[config.mk]
export PLATFORM = sky130hd
export DESIGN_NAME = bounded_circular_deque
export DESIGN_NICKNAME = d
export VERILOG_FILES = /design/src/sv/bcd_pkg.sv /design/src/sv/bcd_cell.sv /design/src/sv/bounded_circular_deque.sv
export SDC_FILE = /design/constraint.sdc
export NUM_CORES = 1
export LEC_CHECK = 0
export ABC_CLOCK_PERIOD_IN_PS = 14100
export BUFFER_PORTS_ARGS = -buffer_cell sky130_fd_sc_hd__buf_2
export CAP_MARGIN = 20
export CORE_MARGIN = 3
export CORE_UTILIZATION = 50
export CTS_BUF_LIST = sky130_fd_sc_hd__clkbuf_16
export DETAILED_ROUTE_END_ITERATION = 7
export PLACE_DENSITY = 0.72
export SKIP_CTS_REPAIR_TIMING = 1
export SLEW_MARGIN = 20
export SYNTH_ARGS = -nofsm -noshare
export SYNTH_HDL_FRONTEND = slang
export SYNTH_HIERARCHICAL = 1
export SYNTH_SLANG_ARGS = --single-unit
[constraint.sdc]
create_clock -name clk -period 14.1 [get_ports clk]
set_input_delay 0 -clock clk [delete_from_list [all_inputs] [get_ports clk]]
set_output_delay 0 -clock clk [all_outputs]
set_load 0.02 [all_outputs]
[src/sv/bcd_pkg.sv]
// Shared types and constants for the bounded circular deque.
`default_nettype none
package bcd_pkg;

	// Width of a stored word.
	localparam int WORD_W = 32;

	// Default number of cells in the chain.
	localparam int DEPTH_DEFAULT = 16;

	// Capacity register width and reset value.
	localparam int CAP_W = 5;
	localparam logic [CAP_W-1:0] CAP_RESET = 5'd16;

	// Configuration bus geometry and register addresses.
	localparam int PADDR_W = 3;
	localparam int PDATA_W = 32;
	localparam logic [PADDR_W-1:0] ADDR_CAPACITY = 3'd0;

	// Word returned for the front and rear when the deque is empty.
	localparam logic [WORD_W-1:0] EMPTY_WORD = {WORD_W{1'b1}};

	// Operation codes.
	typedef enum logic [1:0] {
		MODE_INS_FRONT = 2'd0,
		MODE_INS_REAR  = 2'd1,
		MODE_DEL_FRONT = 2'd2,
		MODE_DEL_REAR  = 2'd3
	} mode_t;

	// Control broadcast to every cell.
	typedef struct packed {
		logic              go;
		mode_t             mode;
		logic [WORD_W-1:0] data;
	} cell_ctl_t;

endpackage
`default_nettype wire

[src/sv/bcd_cell.sv]
// One storage cell of the deque chain.
`default_nettype none
module bcd_cell
	import bcd_pkg::*;
(
	input  wire logic              clk,
	input  wire logic              arst_n,
	input  wire cell_ctl_t         ctl,
	input  wire logic [WORD_W-1:0] left_value,
	input  wire logic              left_valid,
	input  wire logic [WORD_W-1:0] right_value,
	input  wire logic              right_valid,
	input  wire logic [WORD_W-1:0] rear_in,
	output logic      [WORD_W-1:0] cell_value,
	output logic                   cell_valid,
	output logic      [WORD_W-1:0] rear_out
);

	logic [WORD_W-1:0] value_q;
	logic              valid_q;
	logic [WORD_W-1:0] value_d;
	logic              valid_d;
	logic              is_rear;

	// This cell holds the rear entry when it is the last occupied cell.
	assign is_rear = valid_q && !right_valid;

	// Next contents: shift toward the rear, shift toward the front, or act at the rear.
	always_comb begin
		value_d = value_q;
		valid_d = valid_q;
		if (ctl.go) begin
			unique case (ctl.mode)
				MODE_INS_FRONT: begin
					value_d = left_value;
					valid_d = left_valid;
				end
				MODE_INS_REAR: begin
					if (!valid_q && left_valid) begin
						value_d = ctl.data;
						valid_d = 1'b1;
					end
				end
				MODE_DEL_FRONT: begin
					value_d = right_value;
					valid_d = right_valid;
				end
				MODE_DEL_REAR: begin
					if (is_rear) begin
						valid_d = 1'b0;
					end
				end
				default: begin
					value_d = value_q;
					valid_d = valid_q;
				end
			endcase
		end
	end

	// Occupancy flag is control state and is cleared by reset.
	always_ff @(posedge clk or negedge arst_n) begin
		if (!arst_n) begin
			valid_q <= 1'b0;
		end else begin
			valid_q <= valid_d;
		end
	end

	// Stored word needs no reset.
	always_ff @(posedge clk) begin
		value_q <= value_d;
	end

	// Rear word is collected along the chain toward the front.
	assign rear_out   = rear_in | (is_rear ? value_q : '0);
	assign cell_value = value_q;
	assign cell_valid = valid_q;

endmodule
`default_nettype wire

[src/sv/bounded_circular_deque.sv]
// Top level of the bounded double-ended queue built from a chain of cells.
// The deque keeps its entries packed in a row of DEPTH cells, the front in the first cell,
// and every successful operation moves all cells at once: an insert at the front or a
// delete from the front shifts the whole row by one place, while an insert or delete at
// the rear acts on the cell at the boundary of the occupied part. The cells and the entry
// count are updated at the edge that accepts the transaction, and the result (success
// flag, front and rear words, empty and full flags) is captured from the updated row into
// an output register once that register is free. Input is taken again in the cycle after
// that capture, so a new operation is accepted while a finished result still waits to be
// taken; while the output register is held by a stalled result, input waits. The rear
// word is gathered through the cell chain, which sets the critical path for large DEPTH.
// Cell occupancy flags are cleared by reset, so no clearing pass is needed. The
// capacity register sits at address 0 of the APB port; values above DEPTH act as DEPTH,
// and a capacity of zero refuses every insert.
`default_nettype none
module bounded_circular_deque
	import bcd_pkg::*;
#(
	parameter int DEPTH = DEPTH_DEFAULT
) (
	input  wire logic                      clk,
	input  wire logic                      arst_n,
	// Operation channel.
	input  wire logic                      in_valid,
	output logic                           in_ready,
	input  wire logic        [1:0]         mode,
	input  wire logic signed [WORD_W-1:0]  value,
	// Result channel.
	output logic                           out_valid,
	input  wire logic                      out_ready,
	output logic                           ok,
	output logic signed      [WORD_W-1:0]  front_value,
	output logic signed      [WORD_W-1:0]  rear_value,
	output logic                           is_empty,
	output logic                           is_full,
	// Configuration port.
	input  wire logic                      psel,
	input  wire logic                      penable,
	input  wire logic                      pwrite,
	input  wire logic        [PADDR_W-1:0] paddr,
	input  wire logic        [PDATA_W-1:0] pwdata,
	output logic             [PDATA_W-1:0] prdata,
	output logic                           pready
);

	localparam int CNT_W = $clog2(DEPTH + 1);
	localparam int CMP_W = (CNT_W > CAP_W) ? CNT_W : CAP_W;

	logic [CAP_W-1:0]  capacity_q;
	logic [CNT_W-1:0]  count_q;
	logic              busy_q;
	logic              ok_q;
	logic              out_valid_q;
	logic              out_ok_q;
	logic [WORD_W-1:0] out_front_q;
	logic [WORD_W-1:0] out_rear_q;
	logic              out_empty_q;
	logic              out_full_q;

	logic              in_fire;
	logic              cfg_write;
	mode_t             op_mode;
	logic              is_insert;
	logic [CMP_W-1:0]  eff_cap;
	logic              full_now;
	logic              success;
	logic              load_out;
	cell_ctl_t         ctl;

	logic [WORD_W-1:0] cell_value [DEPTH];
	logic              cell_valid [DEPTH];
	logic [WORD_W-1:0] rear_chain [DEPTH+1];

	// Configuration write and readback.
	assign pready    = 1'b1;
	assign cfg_write = psel && penable && pwrite && pready && (paddr == ADDR_CAPACITY);

	always_comb begin
		prdata = '0;
		if (paddr == ADDR_CAPACITY) begin
			prdata = PDATA_W'(capacity_q);
		end
	end

	// Effective capacity saturates at the number of cells.
	always_comb begin
		eff_cap = CMP_W'(capacity_q);
		if (CMP_W'(capacity_q) > CMP_W'(DEPTH)) begin
			eff_cap = CMP_W'(DEPTH);
		end
	end

	assign full_now = CMP_W'(count_q) >= eff_cap;

	// Decode the incoming operation and decide whether it is carried out.
	assign op_mode   = mode_t'(mode);
	assign is_insert = (op_mode == MODE_INS_FRONT) || (op_mode == MODE_INS_REAR);
	assign success   = is_insert ? !full_now : (count_q != '0);
	assign in_ready  = !busy_q;
	assign in_fire   = in_valid && in_ready;

	// Broadcast control for the cell row.
	assign ctl.go   = in_fire && success;
	assign ctl.mode = op_mode;
	assign ctl.data = value;

	// Cell chain.
	assign rear_chain[DEPTH] = '0;

	for (genvar i = 0; i < DEPTH; i++) begin : g_cell
		logic [WORD_W-1:0] lval;
		logic              lvld;
		logic [WORD_W-1:0] rval;
		logic              rvld;

		if (i == 0) begin : g_first
			assign lval = value;
			assign lvld = 1'b1;
		end else begin : g_inner_l
			assign lval = cell_value[i-1];
			assign lvld = cell_valid[i-1];
		end

		if (i == DEPTH - 1) begin : g_last
			assign rval = '0;
			assign rvld = 1'b0;
		end else begin : g_inner_r
			assign rval = cell_value[i+1];
			assign rvld = cell_valid[i+1];
		end

		bcd_cell u_cell (
			.clk         (clk),
			.arst_n      (arst_n),
			.ctl         (ctl),
			.left_value  (lval),
			.left_valid  (lvld),
			.right_value (rval),
			.right_valid (rvld),
			.rear_in     (rear_chain[i+1]),
			.cell_value  (cell_value[i]),
			.cell_valid  (cell_valid[i]),
			.rear_out    (rear_chain[i])
		);
	end

	// The result is captured once the cells hold the updated row and the output is free.
	assign load_out = busy_q && (!out_valid_q || out_ready);

	// Control state: capacity, entry count, operation tracking and output valid.
	always_ff @(posedge clk or negedge arst_n) begin
		if (!arst_n) begin
			capacity_q  <= CAP_RESET;
			count_q     <= '0;
			busy_q      <= 1'b0;
			out_valid_q <= 1'b0;
		end else begin
			if (cfg_write) begin
				capacity_q <= pwdata[CAP_W-1:0];
			end
			if (in_fire) begin
				busy_q <= 1'b1;
				if (success) begin
					count_q <= is_insert ? count_q + CNT_W'(1) : count_q - CNT_W'(1);
				end
			end else if (load_out) begin
				busy_q <= 1'b0;
			end
			if (load_out) begin
				out_valid_q <= 1'b1;
			end else if (out_ready) begin
				out_valid_q <= 1'b0;
			end
		end
	end

	// Result payload registers.
	always_ff @(posedge clk) begin
		if (in_fire) begin
			ok_q <= success;
		end
		if (load_out) begin
			out_ok_q    <= ok_q;
			out_empty_q <= (count_q == '0);
			out_full_q  <= full_now;
			out_front_q <= cell_valid[0] ? cell_value[0] : EMPTY_WORD;
			out_rear_q  <= cell_valid[0] ? rear_chain[0] : EMPTY_WORD;
		end
	end

	assign out_valid   = out_valid_q;
	assign ok          = out_ok_q;
	assign front_value = out_front_q;
	assign rear_value  = out_rear_q;
	assign is_empty    = out_empty_q;
	assign is_full     = out_full_q;

endmodule
`default_nettype wire
[After elaboration in Yosys (flattened, before gate mapping)]
Index checks and enable logic that the tools add are counted.
Word-level totals
  logic and storage cells: 280
  input bits: 76
  bits in registers: 608
  output and inout bits: 102
Cells by class
  reductions and logical operators: 83
  muxes and demuxes: 102
  bitwise gates (word level): 15
  equal/unequal tests: 34
  add/sub/neg operators: 2
  magnitude comparators: 2
Operator list (number)
  32-bit one-hot mux with 3 select lines: 16
  32-bit two-way mux: 32
  32-bit OR: 15
  3-bit AND reduction: 30
  2-bit by 1-bit != test with 1-bit output, second input constant: 30
  1-bit one-hot mux with 4 select lines: 14
  1-bit two-way mux: 35
  1-bit logical AND: 21
  1-bit zero test: 18
  5-bit two-way mux: 3
  1-bit one-hot mux with 3 select lines: 2
  2-bit AND reduction: 3
  5-bit by 1-bit adder with 5-bit output, second input constant: 1
  5-bit greater-or-equal comparator: 1
  5-bit greater-than comparator, second input constant: 1
  5-bit zero test: 1
  5-bit nonzero test: 1
  5-bit by 1-bit subtractor with 5-bit output, second input constant: 1
  2-bit == test, second input constant: 2
  2-bit nonzero test: 2
  2-bit OR reduction: 2
  3-bit zero test: 1
  3-bit nonzero test: 1
  2-bit by 1-bit == test with 1-bit output, second input constant: 1
  other kinds (3): 4

[Longest topological paths before layout]
Gate-level depths: netlist of run 1.
  word-level depth: 18
  gate-level depth with buffers: 20
  mapped depth without buffers: 18

[By module]
Netlist of run 1, hierarchy kept.
By module, submodules not included
  bcd_cell: area each 2029.4 µm², instances 16, seq. area each 985.9 µm², cells an instance 199
  bounded_circular_deque: area each 3578.4 µm², instances 1, seq. area each 2343.5 µm², cells an instance 261

[Least setup slack after synthesis of run 1]
OpenSTA, ideal clock, no wires.
  path type: register to register
  start point: register busy_q
  end point: register g_cell[0].u_cell.value_q[0], enable pin
  required time: 13.708 ns
  path slack: 9.308 ns
  period minus slack after synthesis: 4.792 ns
  cell stages (with the launch flop): 5
  setup time: 0.392 ns
  buffers on the path: 1
  data arrival time: 4.400 ns
  path through: dfrtp_1 nand2b_1 clkbuf_1 o31ai_1 and3b_1
RTL lines
  from (decl): line bounded_circular_deque.sv:51  | logic busy_q;
  from (signal assigned): line bounded_circular_deque.sv:155  | busy_q <= 1'b0;
  from (signal assigned): line bounded_circular_deque.sv:162  | busy_q <= 1'b1;
  from (signal assigned): line bounded_circular_deque.sv:167  | busy_q <= 1'b0;
  to (signal assigned): line bcd_cell.sv:72  | value_q <= value_d;
  to (decl): line bcd_cell.sv:19  | logic [WORD_W-1:0] value_q;

==> qor.csv, run 1 <==
metric,value,unit
status,"finished, violations left",
violations,negative hold slack,
fin_ws,10.20,ns
p_per_area,151,mW/mm2
antenna_found_initial,0,
yosysSeqAreaShare,0.503,
worstReg2RegStart,g_cell[15].u_cell/cell_valid,
clock_latency,0.62,ns
hold_viol_final,18,
hp-class,input pin to flop,
rsz0062_at_grt,false,
max_slew.worst_pin.slew,1.08,ns
rows,97,
fin_total_pwr,5.89,mW
slew_headroom,0.280,
clockRootBuffer,clkbuf_16,
fmax,256,MHz
synthCells,3445,
start_util,0.509,
tns,0,ns
place_ws,10.27,ns
critical_path_class,flop to flop,
setup-violations-final,0,
arrival,4.24,ns
clk_pin_slew,0.06,ns
grt_overflow,0,
grt_util_all_layers,0.201,
grt_pass1_wl,125,mm
finalClockSkew,0.0267,ns
dieArea,0.0754,mm2
max_stage_delay,0.46,ns
fin_nets,3639,
crit_fanout,32,
utilization,0.550,
die_w,275,um
finalCritPeriodShare,0.277,
ant_nets,0,
cts_tree,done,
core,0.0708,mm2
drtIter0Drc,2127,
drc,0,
gp_congestion,0.783,
whs_path_depth,3,
drive_gt1_frac,0.101,
layout_common_cells,"edfxtp_1 (580), nor2_1 (516), a22oi_1 (513)",
startpoint_type,flop,
regToRegSetupSlack,10.20,ns
clock-sinks,608,
io_pins,178,
cts.path.max_buffers,3,
die_y,275,um
maxCapViolations,0,
layout_commonest_cell,edfxtp_1,
cp.required,14.44,ns
area_delta_synth_final,7.86,%
drt-total-wl,77.6,mm
dr.pass1.iters,6,
period_minus_slack,3.90,ns
slew_viol_final,0,
whs,-0.0556,ns
ctsHtreeMaxLevel,3,
place.detailed.hpwl,58.4,mm
r2r_cells,19,
first_global_vias,22800,
vias,24900,
yosysUniqueCellTypes,45,
cp_slowest_cell,dfrtp_1,
power.leakage,14.4,nW
syn-cell-area,0.0360,mm2
grt_start_max_net_pins,81,
cts_buffers,68,
synth_area_per_cell,10.5,um2
critPathMostFrequentCell,a21o_1,
routed_via_density,5.60,
port_buffers,122,
num_antenna_cells,0,
fillers,6138,
ys_warn_count,6,
min_from,in_valid,
cp-end-kind,flop,
wl_per_cell,17.4,um
path_cells,nor2b_2 -> buf_4 -> a21o_1 -> a21o_1 -> a21o_1 -> a21o_1 -> a21o_1 -> a21o_1 -> a21o_1 -> a21o_1 -> a21o_1 -> a21o_1 -> a21o_1 -> a21o_1 -> a21o_1 -> a21o_1 -> a21o_1 -> a21o_1 -> nand2b_1,
yosys_register_bits,608,
peakVddDrop,108,uV
r2r_end,rear_value[4],
whs_endpoint,busy_q,
report_power, final:
group,switching (mW),internal [mW]
clock network,0.725,0.957
registers,0.217,2.34
logic,0.986,0.667
total,1.93,3.96
kinds of logic after synthesis:
group | synth area share
compound gates | 0.311
xor+xnor | 0.000486
fa+ha+maj | 0.0367
buf+inv | 0.0642
flops | 0.503
mux | 0.00212
other cells | 0.000208
simple gates | 0.0831
state kept, by name, summed over array words and instances (netlist names):
register and cells:
ok_q 1, capacity_q 5, is_full 1, rear_value 32
is_empty 1, g_cell.u_cell/cell_value 512, busy_q 1, ok 1
out_valid 1, front_value 32, g_cell.u_cell/cell_valid 16, count_q 5
critical path, delay by kind of cell (launching register included):
kind / cells / cell delay (ns)
and+or+nand+nor: 2 / 0.32
buffers and inverters: 1 / 0.23
AOI/OAI and AO/OA: 16 / 2.60
DFF: 1 / 0.46
through the flow:
step / cells / hold WS (ns) / instance area (um2)
floorplan: 3540 / -0.296 / 36400
global placement: 4310 / 0.0859 / 36500
detailed placement: 4311 / 0.0940 / 36500
finish: 4447 / -0.0556 / 38900
CTS: 4430 / -0.559 / 38600
global route: 4447 / 0.000855 / 38900
layer usage:
layer / part of all wire / routed length (um) / vias to the layer above / track usage
met4: 0.014 / 1120 / 0 / 0.0467
met1: 0.49 / 37900 / 11200 / 0.298
met2: 0.45 / 34700 / 630 / 0.315
met3: 0.050 / 3850 / 81 / 0.0236
met5: 0 / 0 / - / 0
li1: - / - / 13000 / -
synthesized netlist by cell type (all sizes together):
| cell | instances | area, um2 |
|---|---|---|
| o2111ai | 16 | 140 |
| nand2 | 26 | 97.6 |
| inv | 71 | 267 |
| o211a | 1 | 10.0 |
| dfrtp | 27 | 676 |
| buf | 268 | 1830 |
| o2bb2ai | 1 | 8.76 |
| a211oi | 18 | 215 |
| ha | 104 | 1300 |
| o211ai | 1 | 7.51 |
| a311o | 1 | 11.3 |
| mux2 | 5 | 56.3 |
| o31ai | 2 | 15.0 |
| and4 | 1 | 8.76 |
| xnor2 | 1 | 8.76 |
| a21oi | 512 | 2560 |
| xor2 | 1 | 8.76 |
| a22oi | 513 | 3850 |
| o221ai | 1 | 8.76 |
| o21ai | 22 | 110 |
| nand2b | 84 | 533 |
| o21bai | 2 | 18.8 |
| mux2i | 2 | 20.0 |
| and2 | 6 | 37.5 |
| or4 | 1 | 7.51 |
| o21a | 17 | 128 |
| conb | 2 | 7.51 |
| a2111oi | 17 | 268 |
| dfstp | 1 | 26.3 |
| nor3 | 3 | 15.0 |
| nor2 | 516 | 1940 |
| fa | 1 | 20.0 |
| nand3 | 1 | 5.00 |
| a21o | 512 | 3840 |
| nor2b | 33 | 206 |
| clkbuf | 58 | 218 |
| edfxtp | 580 | 17400 |
| nor4 | 1 | 6.26 |
| and3b | 16 | 140 |
worst max path at each step:
stage / endpoint / startpoint / slack, ns / cells past startpoint
floorplan: g_cell[0].u_cell/cell_value[0] / busy_q / 9.31 / 4
global placement: rear_value[1] / g_cell[15].u_cell/cell_valid / 10.29 / 19
detailed placement: rear_value[1] / g_cell[15].u_cell/cell_valid / 10.27 / 19
CTS: rear_value[28] / g_cell[15].u_cell/cell_valid / 10.23 / 19
global route: rear_value[12] / g_cell[15].u_cell/cell_valid / 9.95 / 19
finish: rear_value[4] / g_cell[15].u_cell/cell_valid / 10.20 / 19
final cells by class:
| type | instances | area [um2] | area share |
|---|---|---|---|
| clock inverters | 51 | 394 | 0.0101 |
| repair buffers | 174 | 1060 | 0.0272 |
| multi-input cells | 2535 | 16200 | 0.416 |
| well taps | 940 | 1180 | 0.0302 |
| inverters | 71 | 267 | 0.00685 |
| clock buffers | 68 | 1700 | 0.0438 |
| flip-flops and latches | 608 | 18100 | 0.466 |
Power figures use the tool's default switching activity.
==> run 2: changes to the inputs <==
ABC_AREA = 1   (was not set)
ABC_CLOCK_PERIOD_IN_PS = 3500   (was 14100)
PLACE_DENSITY = 0.75   (was 0.72)
clock period = 3.5 ns   (was 14.1 ns; I/O delays follow)
==> qor.csv, run 2 <==
metric,value,unit
ctsHtreeMaxLevel,3,
finalClockSkew,0.0215,ns
syn-cell-area,0.0384,mm2
antenna_found_initial,0,
routed_via_density,5.87,
drive_gt1_frac,0.134,
drtIter0Drc,3132,
rows,100,
fin_ws,-0.317,ns
ant_nets,0,
max_stage_delay,0.40,ns
grt_util_all_layers,0.241,
violations,"negative hold slack, negative setup slack",
num_antenna_cells,0,
yosysSeqAreaShare,0.472,
cp_num_buf_inv,2,
cts_tree,done,
cts.path.max_buffers,3,
die_y,283,um
whs,-0.0203,ns
vias,31400,
yosysMostFrequentCell,a21oi_1,
hp-class,input pin to flop,
cp.required,3.85,ns
startpoint_type,flop,
gp_congestion,0.826,
slew_headroom,0.356,
layout_commonest_cell,a21oi_1,
clk_pin_slew,0.07,ns
core,0.0752,mm2
port_buffers,122,
synthArstFlopShare,0.0461,
slew_viol_final,0,
first_global_vias,31600,
cp-end-kind,flop,
fillers,6674,
dr.pass1.iters,6,
tns,-5.96,ns
die_w,283,um
yosys-top-cells-area,"edfxtp_1 (45%), a21oi_1 (11%), a21o_1 (9.4%), nand2_1 (7.4%), nor2_1 (5.6%)",
area_delta_synth_final,7.47,%
critical_path_class,flop to flop,
place.detailed.hpwl,69.8,mm
yosysUniqueCellTypes,34,
largest_reg_flops,512,
drc,0,
grt_pass1_wl,163,mm
layout_common_cells,"a21oi_1 (865), nand2_1 (755), edfxtp_1 (580)",
grt_overflow,0,
status,"finished, violations left",
arrival,4.17,ns
max_slew.worst_pin.slew,0.966,ns
synthFlopType,edfxtp_1,
drt-total-wl,101,mm
clock-sinks,608,
fmax,262,MHz
clock_latency,0.62,ns
grt_start_max_net_pins,69,
rsz0062_at_grt,true,
placed_cells,5170,
clockRootBuffer,clkbuf_16,
yosysTopAreaCellShare,0.454,
maxCapViolations,0,
hold_viol_final,19,
peakVddDrop,701,uV
path_cells,inv_2 -> nor2_4 -> a21o_2 -> a21o_2 -> a21o_2 -> a21o_2 -> a21o_2 -> a21o_2 -> a21o_2 -> a21o_2 -> a21o_2 -> a21o_2 -> a21o_2 -> a21o_2 -> a21o_2 -> a21o_2 -> a21o_2 -> a21o_2 -> inv_2 -> nand2_1,
synth_area_per_cell,9.23,um2
critPathMostFrequentCell,a21o_2,
setup-violations-final,32,
io_pins,178,
synthTopCellsByCount,"a21oi_1 (866), nand2_1 (755), edfxtp_1 (580), nor2_1 (570), a21o_1 (480)",
crit_family,compound AO/OA/AOI/OAI gates,
yosys_register_bits,608,
period_minus_slack,3.82,ns
dieArea,0.0801,mm2
synthCells,4155,
start_util,0.510,
synth_edf_count,580,
fin_nets,4454,
power.leakage,16.6,nW
ys_warn_count,6,
cts_buffers,68,
wl_per_cell,18.9,um
crit_fanout,4,
p_per_area,640,mW/mm2
yosys.area.top_type,edfxtp_1,
final_cells,5344,
cp_slowest_cell,dfrtp_2,
finalCritPeriodShare,1.09,
## run 2: routing by layer
metal  GRT usage  part of all wire  routed length, um
met5           0                 0                  0
met4      0.0624             0.023               2310
met3      0.0281             0.059               5930
met2       0.408              0.49              49100
met1       0.331              0.43              43700
## run 2: cells by family (layout without fill, tap and decap cells)
| group | count (synthesis) | count (layout) | synth area share |
|---|---|---|---|
| xor+xnor | 4 | 4 | 0.000913 |
| compound gates | 1562 | 1562 | 0.255 |
| simple gates | 1372 | 1372 | 0.139 |
| fa+ha+maj | 105 | 105 | 0.0344 |
| buf+inv | 502 | 576 | 0.0982 |
| other cells | 2 | 97 | 0.000196 |
| flops | 608 | 608 | 0.472 |
## run 2: worst register-to-register path: stages (launching register included)
cell and delay [ns]:
dfrtp_2 0.40, inv_2 0.08, nor2_4 0.05, a21o_2 0.18, a21o_2 0.18, a21o_2 0.20, a21o_2 0.19, a21o_2 0.19
a21o_2 0.19, a21o_2 0.18, a21o_2 0.19, a21o_2 0.18, a21o_2 0.19, a21o_2 0.18, a21o_2 0.18, a21o_2 0.19
a21o_2 0.18, a21o_2 0.18, a21o_2 0.19, inv_2 0.04, nand2_1 0.04
## run 2: metrics by stage
| step | total power [mW] | utilization | area (um2) | setup WS [ns] | hold slack (ns) |
|---|---|---|---|---|---|
| global placement | 19.3 | 0.513 | 38600 | -0.367 | 0.114 |
| global route | 27.7 | 0.548 | 41200 | -0.425 | 0.00574 |
| CTS | 26.3 | 0.541 | 40700 | -0.356 | -0.538 |
| detailed placement | 19.5 | 0.514 | 38600 | -0.336 | 0.113 |
| finish | 26.4 | 0.548 | 41200 | -0.317 | -0.0203 |
| floorplan | 17.5 | - | 38800 | -0.000543 | -0.296 |
## run 2: worst paths after layout
path | end | cells past startpoint | from | slack, ns
max | rear_value[31] | 20 | g_cell[15].u_cell/cell_valid | -0.32
min | g_cell[15].u_cell/cell_value[23] | 3 | value[23] | -0.02
max reg2reg | rear_value[31] | 20 | g_cell[15].u_cell/cell_valid | -0.32
min reg2reg | ok | 0 | ok_q | 0.43
max in group asynchronous | g_cell[15].u_cell/cell_valid | 2 | arst_n | 2.97
min in group asynchronous | out_valid | 2 | arst_n | -0.01
## run 2: layout make-up
cell class	count	area, um2	share of cell area
tap	1020	1280	0.0309
multi-input combinational	3140	16900	0.410
inverter	194	841	0.0204
sequential	608	18100	0.439
clock inverter	51	293	0.00710
timing repair buffer	261	2030	0.0493
clock buffer	70	1750	0.0425
## run 2: report_power, final
part / internal (mW) / total [mW] / switching [mW]
Sequential: 9.96 / 11.0 / 1.06
Clock: 3.77 / 6.81 / 3.04
Combinational: 3.13 / 8.58 / 5.45
Total: 16.9 / 26.4 / 9.54
==> run 3: changes to the inputs <==
BUFFER_PORTS_ARGS = -buffer_cell sky130_fd_sc_hd__buf_4   (was -buffer_cell sky130_fd_sc_hd__buf_2)
CORE_ASPECT_RATIO = 1.4   (was not set)
==> qor.csv, run 3 (synthesized netlist as in run 2, its figures left out) <==
metric,value,unit
use_met2,0.435,
layout_commonest_cell,a21oi_1,
clock_latency,0.66,ns
core,0.0756,mm2
stdcell_area,0.0415,mm2
cts_tree,done,
power.leakage,16.7,nW
setup-violations-final,31,
place_area,0.0389,mm2
port_buffers,122,
antenna_found_initial,2,
clockRootBuffer,clkbuf_16,
area_delta_synth_final,8.10,%
drive_gt1_frac,0.133,
grt_pass1_wl,154,mm
cp-end-kind,flop,
drtIter0Drc,2233,
clock_power_share,0.259,
routed_via_density,5.55,
clk_pin_slew,0.07,ns
max_stage_delay,0.41,ns
p_comb_frac,0.323,
critPathMostFrequentCell,a21o_2,
grtUsageMet3,0.0304,
fin_ws,-0.311,ns
multi_input_area,0.0169,mm2
drt-total-wl,96.2,mm
cp.required,3.88,ns
start_util,0.507,
hp-class,input pin to flop,
startpoint_type,flop,
swShare,0.354,
largest_reg_flops,512,
arrival,4.19,ns
io_pins,178,
clock-sinks,608,
finalCritPeriodShare,1.09,
status,"finished, violations left",
met1_usage,0.273,
grt_busiest_layer,met2,
seqPwrFrac,0.418,
fin_nets,4456,
slew_viol_final,0,
peakVddDrop,763,uV
path_cells,inv_2 -> nor2_4 -> a21o_2 -> a21o_2 -> a21o_2 -> a21o_2 -> a21o_2 -> a21o_2 -> a21o_2 -> a21o_2 -> a21o_2 -> a21o_2 -> a21o_2 -> a21o_2 -> a21o_2 -> a21o_2 -> a21o_2 -> a21o_2 -> inv_2 -> nand2_1,
fillers,6558,
p_per_area,635,mW/mm2
fin_total_pwr,26.3,mW
die_w,240,um
hold_viol_final,0,
grt_util_all_layers,0.231,
dieArea,0.0801,mm2
finalClockSkew,0.0225,ns
ctsHtreeMaxLevel,2,
dr.pass1.iters,6,
utilization,0.548,
first_global_vias,29200,
die_y,334,um
rsz0062_at_grt,true,
cp_slowest_cell,dfrtp_2,
max_slew.worst_pin.slew,0.959,ns
gp_congestion,0.834,
fmax,262,MHz
p_int,17.0,mW
power.net_switching,9.31,mW
crit_fanout,4,
rows,119,
violations,negative setup slack,
maxCapViolations,0,
vias,29400,
cts_buffers,60,
layout_common_cells,"a21oi_1 (865), nand2_1 (755), edfxtp_1 (580)",
place.detailed.hpwl,70.1,mm
critical_path_class,flop to flop,
ant_nets,0,
slew_headroom,0.359,
period_minus_slack,3.81,ns
cts.path.max_buffers,3,
grt_start_max_net_pins,69,
wl_per_cell,18.2,um
drc,0,
regArea,0.0181,mm2
grt_overflow,0,
[run 3: path summary, 6_finish.rpt]
kind | start | end | slack (ns) | depth (start not counted)
setup / recovery | g_cell[15].u_cell/cell_valid | rear_value[31] | -0.31 | 20
hold / removal | mode[1] | count_q[0] | 0.08 | 5
setup reg to reg | g_cell[15].u_cell/cell_valid | rear_value[31] | -0.31 | 20
hold reg to reg | ok_q | ok | 0.45 | 0
max in group asynchronous | arst_n | g_cell[0].u_cell/cell_valid | 2.77 | 4
min in group asynchronous | arst_n | capacity_q[4] | 0.49 | 3
[run 3: area by class of cell]
class / count / share of cell area
diodes: 2 / 0.000121
flip-flops and latches: 608 / 0.437
repair buffers: 271 / 0.0573
inverters: 194 / 0.0203
clock inverters: 53 / 0.0128
multi-input cells: 3140 / 0.407
well taps: 968 / 0.0292
clock buffers: 60 / 0.0362
[run 3: power groups by stage]
stage / clock network (mW) / logic, mW / registers [mW]
floorplan: 0 / 6.39 / 11.1
global placement: 0 / 8.13 / 11.1
detailed placement: 0 / 8.33 / 11.1
CTS: 6.93 / 8.36 / 11.0
global route: 7.17 / 9.30 / 11.2
finish: 6.83 / 8.49 / 11.0
[run 3: metal layers]
layer  up-vias  routed length (um)  share of wire
met1     13800               37700           0.39
met4         0                1920          0.020
li1      14400                   -              -
met3       146                5650          0.059
met2      1046               51000           0.53
met5         -                   0              0
[run 3: through the flow]
stage | std cells | worst slack [ns] | hold WS (ns) | TNS [ns]
3_3_place_gp | 5128 | -0.299 | -0.0257 | -1.64
2_1_floorplan | 4250 | -0.000543 | -0.296 | -0.00107
4_1_cts | 5241 | -0.304 | -0.735 | -2.41
5_1_grt | 5295 | -0.408 | 0.0843 | -7.05
6_report | 5296 | -0.311 | 0.0833 | -3.20
3_5_place_dp | 5128 | -0.288 | -0.0275 | -2.03
[run 3: worst max-delay path, delay by kind of cell, from the launching register on]
kind | cells | cell delay (ns)
AOI/OAI and AO/OA | 16 | 2.95
DFF | 1 | 0.41
buffers and inverters | 2 | 0.12
and+or+nand+nor | 2 | 0.08
